[src/zcps_pkg.sv]
`default_nettype none
// ----------------------------------------------------------------------------
// Zero-crossing profile sequencer package
// Shared word types, command codes and sizes for the sequencer and its cells.
// ----------------------------------------------------------------------------
package zcps_pkg;

  localparam int MAX_CHANNELS = 16;
  localparam int CHANNELS_DEF = 8;
  localparam int CNT_W        = $clog2(MAX_CHANNELS + 1);
  localparam int MASK_W       = 8;
  localparam int PROFILE_W    = 64;
  localparam int POS_W        = $clog2(PROFILE_W);

  localparam logic [POS_W-1:0] LAST_BIT = POS_W'(PROFILE_W - 1);

  localparam logic [2:0] OP_REGISTER = 3'd0;
  localparam logic [2:0] OP_ENABLE   = 3'd1;
  localparam logic [2:0] OP_DISABLE  = 3'd2;
  localparam logic [2:0] OP_TICK     = 3'd3;
  localparam logic [2:0] OP_CHECK    = 3'd4;

  typedef struct packed {
    logic [2:0]           opcode;
    logic [7:0]           pin;
    logic [7:0]           load_id;
    logic [PROFILE_W-1:0] profile_bits;
    logic                 repeat_req;
    logic                 zc_positive;
  } in_word_t;

  typedef struct packed {
    logic [MASK_W-1:0] drive_mask;
    logic [MASK_W-1:0] active_mask;
    logic              status;
    logic [3:0]        channel_count;
  } out_word_t;

  typedef struct packed {
    logic             valid;
    in_word_t         cmd;
    logic [CNT_W-1:0] count;
    logic             found;
    logic             err;
  } wave_t;

  typedef struct packed {
    logic level;
    logic enabled;
  } cell_stat_t;

endpackage
`default_nettype wire

[src/zcps_cell.sv]
`default_nettype none
// ----------------------------------------------------------------------------
// Zero-crossing profile sequencer cell
// Holds one channel and applies the command word as it passes down the row.
// ----------------------------------------------------------------------------
module zcps_cell
  import zcps_pkg::*;
#(
  parameter int IDX = 0
) (
  input  wire        clk,
  input  wire        rst_n,
  input  wire wave_t wave_in,
  output wave_t      wave_out,
  output cell_stat_t stat
);

  localparam logic [CNT_W-1:0] MY_IDX = CNT_W'(IDX);

  logic [7:0]           pin_r, pin_nxt;
  logic [7:0]           load_r, load_nxt;
  logic                 en_r, en_nxt;
  logic                 rep_r, rep_nxt;
  logic [POS_W-1:0]     pos_r, pos_nxt;
  logic [PROFILE_W-1:0] cur_r, cur_nxt;
  logic [PROFILE_W-1:0] q_r, q_nxt;
  logic                 qv_r, qv_nxt;
  logic                 lvl_r, lvl_nxt;
  wave_t                wave_r, wave_nxt;

  logic live;
  logic hit;
  logic bit_now;

  assign live    = wave_in.valid && (MY_IDX < wave_in.count);
  assign hit     = live && (pin_r == wave_in.cmd.pin) && !wave_in.found;
  assign bit_now = cur_r[pos_r];

  always_comb begin
    pin_nxt  = pin_r;
    load_nxt = load_r;
    en_nxt   = en_r;
    rep_nxt  = rep_r;
    pos_nxt  = pos_r;
    cur_nxt  = cur_r;
    q_nxt    = q_r;
    qv_nxt   = qv_r;
    lvl_nxt  = lvl_r;
    wave_nxt = wave_in;
    if (wave_in.valid) begin
      unique case (wave_in.cmd.opcode)
        OP_REGISTER: begin
          if (wave_in.count == MY_IDX) begin
            pin_nxt  = wave_in.cmd.pin;
            load_nxt = wave_in.cmd.load_id;
          end
        end
        OP_ENABLE: begin
          if (hit) begin
            wave_nxt.found = 1'b1;
            if (en_r) begin
              q_nxt  = wave_in.cmd.profile_bits;
              qv_nxt = 1'b1;
            end else begin
              cur_nxt = wave_in.cmd.profile_bits;
              pos_nxt = '0;
              rep_nxt = rep_r | wave_in.cmd.repeat_req;
              en_nxt  = 1'b1;
            end
          end
        end
        OP_DISABLE: begin
          if (hit) begin
            wave_nxt.found = 1'b1;
            en_nxt  = 1'b0;
            rep_nxt = 1'b0;
            pos_nxt = '0;
            cur_nxt = '0;
            q_nxt   = '0;
            qv_nxt  = 1'b0;
            lvl_nxt = 1'b0;
          end
        end
        OP_TICK: begin
          if (live && en_r && !(pos_r == '0 && !wave_in.cmd.zc_positive)) begin
            lvl_nxt = bit_now;
            if (pos_r == LAST_BIT) begin
              pos_nxt = '0;
              if (qv_r) begin
                cur_nxt = q_r;
                qv_nxt  = 1'b0;
              end else if (!rep_r) begin
                en_nxt  = 1'b0;
                cur_nxt = '0;
                q_nxt   = '0;
                lvl_nxt = 1'b0;
              end
            end else begin
              pos_nxt = pos_r + POS_W'(1);
            end
          end
        end
        OP_CHECK: begin
          if (live && en_r && !bit_now) begin
            lvl_nxt = 1'b0;
          end
        end
        default: begin
        end
      endcase
    end
  end

  always_ff @(posedge clk) begin
    pin_r  <= pin_nxt;
    load_r <= load_nxt;
    cur_r  <= cur_nxt;
    q_r    <= q_nxt;
    if (!rst_n) begin
      en_r   <= 1'b0;
      rep_r  <= 1'b0;
      pos_r  <= '0;
      qv_r   <= 1'b0;
      lvl_r  <= 1'b0;
      wave_r <= '0;
    end else begin
      en_r   <= en_nxt;
      rep_r  <= rep_nxt;
      pos_r  <= pos_nxt;
      qv_r   <= qv_nxt;
      lvl_r  <= lvl_nxt;
      wave_r <= wave_nxt;
    end
  end

  assign wave_out     = wave_r;
  assign stat.level   = lvl_r;
  assign stat.enabled = en_r;

  // The load id is stored for the channel and has no reader in this block.
  logic unused_load;
  assign unused_load = ^load_r;

`ifndef SYNTH
  a_qv_needs_en: assert property (@(posedge clk) disable iff (!rst_n)
    qv_r |-> en_r) else $error("queued profile on a disabled channel");
  a_lvl_needs_en: assert property (@(posedge clk) disable iff (!rst_n)
    !en_r && !$past(en_r) && !$past(lvl_r) |-> !lvl_r)
    else $error("idle channel drove its pin on");
  a_found_once: assert property (@(posedge clk) disable iff (!rst_n)
    wave_in.valid && wave_in.found |=> wave_r.found)
    else $error("match flag lost in the row");
`endif

endmodule
`default_nettype wire

[src/zero_cross_profile_sequencer.sv]
`default_nettype none
// ----------------------------------------------------------------------------
// Zero-crossing profile sequencer
// Drives up to CHANNELS load pins from 64-bit profiles in step with the grid.
// ----------------------------------------------------------------------------
// A command word is taken when start is high and busy is low. It then walks
// down a row of CHANNELS channel cells, one cell per cycle, and each cell
// applies it to its own channel. The result word appears on out_data with
// out_valid high for one cycle, registered as the word leaves the last cell;
// busy drops in that same cycle, so the next word can be taken at the end of
// it, and no new word is taken while one is in the row. The result must be
// captured in the strobe cycle.
module zero_cross_profile_sequencer
  import zcps_pkg::*;
#(
  parameter int CHANNELS = CHANNELS_DEF
) (
  input  wire           clk,
  input  wire           rst_n,
  input  wire           start,
  output logic          busy,
  input  wire in_word_t in_data,
  output logic          out_valid,
  output out_word_t     out_data
);

  localparam logic [CNT_W-1:0] CH_CNT = CNT_W'(CHANNELS);

  logic             busy_r, busy_nxt;
  logic [CNT_W-1:0] count_r, count_nxt;
  wave_t            head_r, head_nxt;
  logic             out_valid_r;
  out_word_t        out_r, out_nxt;

  wave_t      wave [CHANNELS+1];
  cell_stat_t stat [CHANNELS];
  logic [MASK_W-1:0] drive_m, active_m;
  logic accept;
  wave_t tail;

  assign accept  = start && !busy_r;
  assign wave[0] = head_r;
  assign tail    = wave[CHANNELS];

  for (genvar g = 0; g < CHANNELS; g++) begin : g_cell
    zcps_cell #(.IDX(g)) u_cell (
      .clk     (clk),
      .rst_n   (rst_n),
      .wave_in (wave[g]),
      .wave_out(wave[g+1]),
      .stat    (stat[g])
    );
  end

  for (genvar m = 0; m < MASK_W; m++) begin : g_mask
    if (m < CHANNELS) begin : g_on
      assign drive_m[m]  = stat[m].level;
      assign active_m[m] = stat[m].enabled;
    end else begin : g_off
      assign drive_m[m]  = 1'b0;
      assign active_m[m] = 1'b0;
    end
  end

  always_comb begin
    count_nxt      = count_r;
    head_nxt       = head_r;
    head_nxt.valid = 1'b0;
    busy_nxt       = busy_r;
    if (accept) begin
      busy_nxt       = 1'b1;
      head_nxt.valid = 1'b1;
      head_nxt.cmd   = in_data;
      head_nxt.count = count_r;
      head_nxt.found = 1'b0;
      head_nxt.err   = (in_data.opcode == OP_REGISTER) && (count_r >= CH_CNT);
      if (in_data.opcode == OP_REGISTER && count_r < CH_CNT) begin
        count_nxt = count_r + CNT_W'(1);
      end
    end else if (tail.valid) begin
      busy_nxt = 1'b0;
    end
    out_nxt.drive_mask    = drive_m;
    out_nxt.active_mask   = active_m;
    out_nxt.channel_count = count_r[3:0];
    priority if (tail.cmd.opcode == OP_REGISTER) begin
      out_nxt.status = tail.err;
    end else if (tail.cmd.opcode == OP_ENABLE || tail.cmd.opcode == OP_DISABLE) begin
      out_nxt.status = !tail.found;
    end else begin
      out_nxt.status = 1'b0;
    end
  end

  always_ff @(posedge clk) begin
    out_r <= out_nxt;
    if (!rst_n) begin
      busy_r      <= 1'b0;
      count_r     <= '0;
      head_r      <= '0;
      out_valid_r <= 1'b0;
    end else begin
      busy_r      <= busy_nxt;
      count_r     <= count_nxt;
      head_r      <= head_nxt;
      out_valid_r <= tail.valid;
    end
  end

  assign busy      = busy_r;
  assign out_valid = out_valid_r;
  assign out_data  = out_r;

`ifndef SYNTH
  a_count_max: assert property (@(posedge clk) disable iff (!rst_n)
    count_r <= CH_CNT) else $error("channel count above table size");
  a_accept_busy: assert property (@(posedge clk) disable iff (!rst_n)
    start && !busy_r |=> busy_r && head_r.valid) else $error("word taken but not started");
  a_tail_busy: assert property (@(posedge clk) disable iff (!rst_n)
    tail.valid |-> busy_r) else $error("word left the row while idle");
  a_strobe_idle: assert property (@(posedge clk) disable iff (!rst_n)
    out_valid_r |-> !busy_r) else $error("result shown while still busy");
`endif

endmodule
`default_nettype wire

[config.mk]
export PLATFORM = sky130hd
export DESIGN_NAME = zero_cross_profile_sequencer
export DESIGN_NICKNAME = d
export VERILOG_FILES = /design/src/zcps_pkg.sv /design/src/zcps_cell.sv /design/src/zero_cross_profile_sequencer.sv
export SDC_FILE = /design/constraint.sdc
export NUM_CORES = 2
export LEC_CHECK = 0
export BUFFER_PORTS_ARGS = -buffer_cell sky130_fd_sc_hd__buf_2
export CORE_UTILIZATION = 57
export CTS_BUF_LIST = sky130_fd_sc_hd__clkbuf_8
export CTS_CLUSTER_SIZE = 40
export DETAILED_ROUTE_END_ITERATION = 10
export PLACE_DENSITY = 0.73
export SLEW_MARGIN = 20
export SYNTH_ARGS = -nofsm -noshare
export SYNTH_HDL_FRONTEND = slang
export SYNTH_SLANG_ARGS = --single-unit
[constraint.sdc]
create_clock -name clk -period 8 [get_ports clk]
set_input_delay 1.6 -clock clk [delete_from_list [all_inputs] [get_ports clk]]
set_output_delay 1.6 -clock clk [all_outputs]
set_load 0.1 [all_outputs]
==> impl_metrics.json <==
{
  "place_congestion": 0.877,
  "drive_gt1_frac": 0.137,
  "tns_ns": 0,
  "clk_latency_ns": 0.96,
  "synth_edf_count": 1088,
  "antenna_found_initial": 7,
  "hp-class": "flop to flop",
  "post_drt_wl_per_cell_um": 20.2,
  "path_max_fanout": 64,
  "reg2reg_from": "g_cell[2].u_cell.pin_r[5]",
  "syn_avg_cell_area_um2": 13.9,
  "critPathKind": "flop to flop",
  "synth_area_leaders": "edfxtp_1, dfxtp_1, and2_1",
  "drt_iter0_drc": 3611,
  "fin_crit_sh": 0.456,
  "grt_pass1_vias": 39295,
  "first_pass_iters": 5,
  "cap_violations": 0,
  "cts_root_buf": "clkbuf_8",
  "reg2reg_to": "g_cell[2].u_cell.cur_r[38]",
  "power.density_nw_per_um2": 234,
  "outcome": "finished clean",
  "cts_tree": "done",
  "arrival_ns": 4.20,
  "min_period_ns": 3.65,
  "hold_slack_ns": 0.393,
  "final_util": 0.641,
  "grt_pass1_wl_mm": 225,
  "finalSetupViolations": 0,
  "worstMarginPinSlew_ns": 1.11,
  "start_kind": "flop",
  "synth_top_area_frac": 0.461,
  "yosysSeqAreaShare": 0.685,
  "ff2ff_path_depth": 7,
  "cts_max_level": 5,
  "rsz0062_at_grt": "no",
  "routed_via_density": 5.55,
  "die_w_um": 355,
  "overflow": 0,
  "power.leakage_nw": 33.4,
  "post-cts-setup-buffers": 0,
  "ant_nets": 0,
  "hold_buffers": 0,
  "syn_area_um2": 70800,
  "synthesis.nets": 5192,
  "core-area_um2": 123000,
  "clockBufferDepth": 4,
  "synthArstFlopShare": 0,
  "timing.slew.headroom": 0.250,
  "cp-startpoint": "g_cell[2].u_cell.pin_r[5]",
  "grt_max_degree": 227,
  "io_pins": 111,
  "skew_ns": 0.0469,
  "area_growth_pct": 10.9,
  "vias": 39568,
  "start_util": 0.578,
  "timing.fmax_ghz": 0.274,
  "finalNetCount": 5372,
  "slew_violations": 0,
  "drc": 0,
  "synth.distinct_cells": 99,
  "yosys_most_used_dff": "edfxtp_1",
  "dieHeight_um": 355,
  "hpwl_mm": 97.9,
  "synth_cells": 5087,
  "yosysWarningCount": 0,
  "wl_mm": 144,
  "synth_top_cell_by_area": "edfxtp_1",
  "r2r_slack_ns": 4.35,
  "finalHoldViolCount": 0,
  "synth-seq-cells": 1881,
  "cp-endpoint": "g_cell[2].u_cell.cur_r[38]",
  "cts.clk_slew.worst_paths_ns": 0.06,
  "fp-row-count": 128,
  "end_kind": "flop",
  "die_area_um2": 126000,
  "required_ns": 8.55,
  "peakVddDrop_mv": 0.183,
  "cts_sinks": 1881,
  "grt.total_usage": 0.230,
  "cts_resized": 0,
  "port_buffers": 102,
  "cts-buffers-inserted": 304
}
==> flip-flops by register name (all words and copies together) (netlist names) <==
name and flops:
busy 1, g_cell.u_cell.cur_r 512, out_valid 1, g_cell.u_cell.pin_r 64
out_data 21, count_r 5, g_cell.u_cell.en_r 8, g_cell.u_cell.pos_r 48
g_cell.u_cell.lvl_r 8, head_r 84, g_cell.u_cell.wave_out 601, g_cell.u_cell.rep_r 8
g_cell.u_cell.q_r 512, g_cell.u_cell.qv_r 8
==> worst max-delay path: stages, from the launching register on <==
cell       delay [ns]
edfxtp_1         0.38
xor2_1           0.15
nor4_1           0.94
o2111ai_1        0.27
nand2b_1         0.37
nand2_1          0.20
nor3_2           0.21
buf_4            0.67
==> cells in the mapped netlist, types with 10 or more instances <==
cell type     n
a211oi_1     10
a21o_1      518
a21oi_1      63
a22oi_1      10
a31oi_1      23
and2_1     1048
and3_1       32
buf_1        16
buf_2        32
clkbuf_1    242
dfxtp_1     793
edfxtp_1   1088
ha_1         17
inv_1        52
mux2i_1      59
mux4_2      115
nand2_1     115
nand2b_1     29
nand3_1      61
nand4_1      30
nor2_1      123
nor2b_1      93
nor3_1       35
nor4_1       22
o211ai_1     15
o21a_1       11
o21ai_0      53
o22a_1       82
o22ai_1      12
o31ai_1      12
or2_2        13
or4_1        10
xnor2_1      27
xor2_1       45
==> per-stage QoR <==
step / cell area (um2) / std cells / power, mW / setup slack, ns
after floorplan: 70800 / 5087 / 10.8 / 0.686
after global placement: 72900 / 6586 / 11.0 / 4.03
after detailed placement: 72900 / 6586 / 11.0 / 4.02
after CTS: 78600 / 7118 / 18.6 / 4.28
after global routing: 78600 / 7123 / 19.0 / 4.13
final: 78600 / 7125 / 18.4 / 4.35
==> layout by cell type (no fill, tap or decap), drive strengths merged, types with 8 or more instances in the layout <==
master / synthesis / final
nor3: 36 / 36
nand2: 115 / 115
or4: 12 / 12
a22oi: 10 / 10
xor2: 45 / 45
nor2: 123 / 123
clkinv: 0 / 48
nand4: 30 / 30
buf: 49 / 165
nand4b: 8 / 8
xnor2: 27 / 27
or2: 13 / 13
ha: 17 / 17
o2111ai: 9 / 9
o21a: 11 / 11
and2: 1050 / 1050
inv: 52 / 178
o311ai: 8 / 8
o211ai: 15 / 15
o31ai: 14 / 14
o22a: 82 / 82
edfxtp: 1088 / 1088
o22ai: 12 / 12
dfxtp: 793 / 793
a21oi: 65 / 65
mux4: 115 / 115
nand2b: 29 / 29
a41oi: 8 / 8
mux2i: 59 / 59
nor4: 28 / 28
a21o: 518 / 518
o21ai: 58 / 58
nand3: 61 / 61
clkbuf: 242 / 354
and3: 32 / 32
a31oi: 23 / 23
mux2: 9 / 9
nor2b: 93 / 93
a211oi: 10 / 10
or3: 8 / 8
==> power by group <==
group          switching [mW]  internal, mW
registers              0.0845          10.3
logic                   0.250         0.175
clock network            3.52          4.07
==> final cells by class <==
class	count	area, um2
clock buffers	354	4870
flip-flops and latches	1881	48500
inverters	52	195
multi-input cells	2863	21100
well taps	1625	2030
clock inverters	178	771
diodes	7	17.5
fillers	9043	43900
repair buffers	165	1010
==> cell families (layout without fill, tap and decap cells) <==
kind of cell | after synthesis | count (layout) | share of synthesized area
compound gates | 916 | 916 | 0.0970
xor+xnor | 72 | 72 | 0.00890
fa+ha+maj | 18 | 18 | 0.00314
buf+inv | 343 | 749 | 0.0188
flops | 1881 | 1881 | 0.685
mux | 183 | 183 | 0.0464
other cells | 0 | 7 | 0
simple gates | 1674 | 1674 | 0.140
==> worst min-delay path by stage <==
stage                         to                   start  cells after the start
floorplan           out_data[20]  g_cell[7].u_cell.lvl_r                      0
global placement    out_data[16]  g_cell[3].u_cell.lvl_r                      0
detailed placement  out_data[16]  g_cell[3].u_cell.lvl_r                      0
CTS                 out_data[16]  g_cell[3].u_cell.lvl_r                      0
global route        out_data[14]  g_cell[1].u_cell.lvl_r                      0
finish              out_data[16]  g_cell[3].u_cell.lvl_r                      0
==> layer usage <==
| metal | vias to the layer above | wire length (um) | track usage |
|---|---|---|---|
| met5 | - | 0 | 0 |
| met4 | 0 | 5950 | 0.107 |
| met3 | 305 | 7030 | 0.0361 |
| met2 | 1208 | 69100 | 0.368 |
| met1 | 19169 | 61900 | 0.310 |
| li1 | 18886 | - | - |
Power figures use the tool's default switching activity.
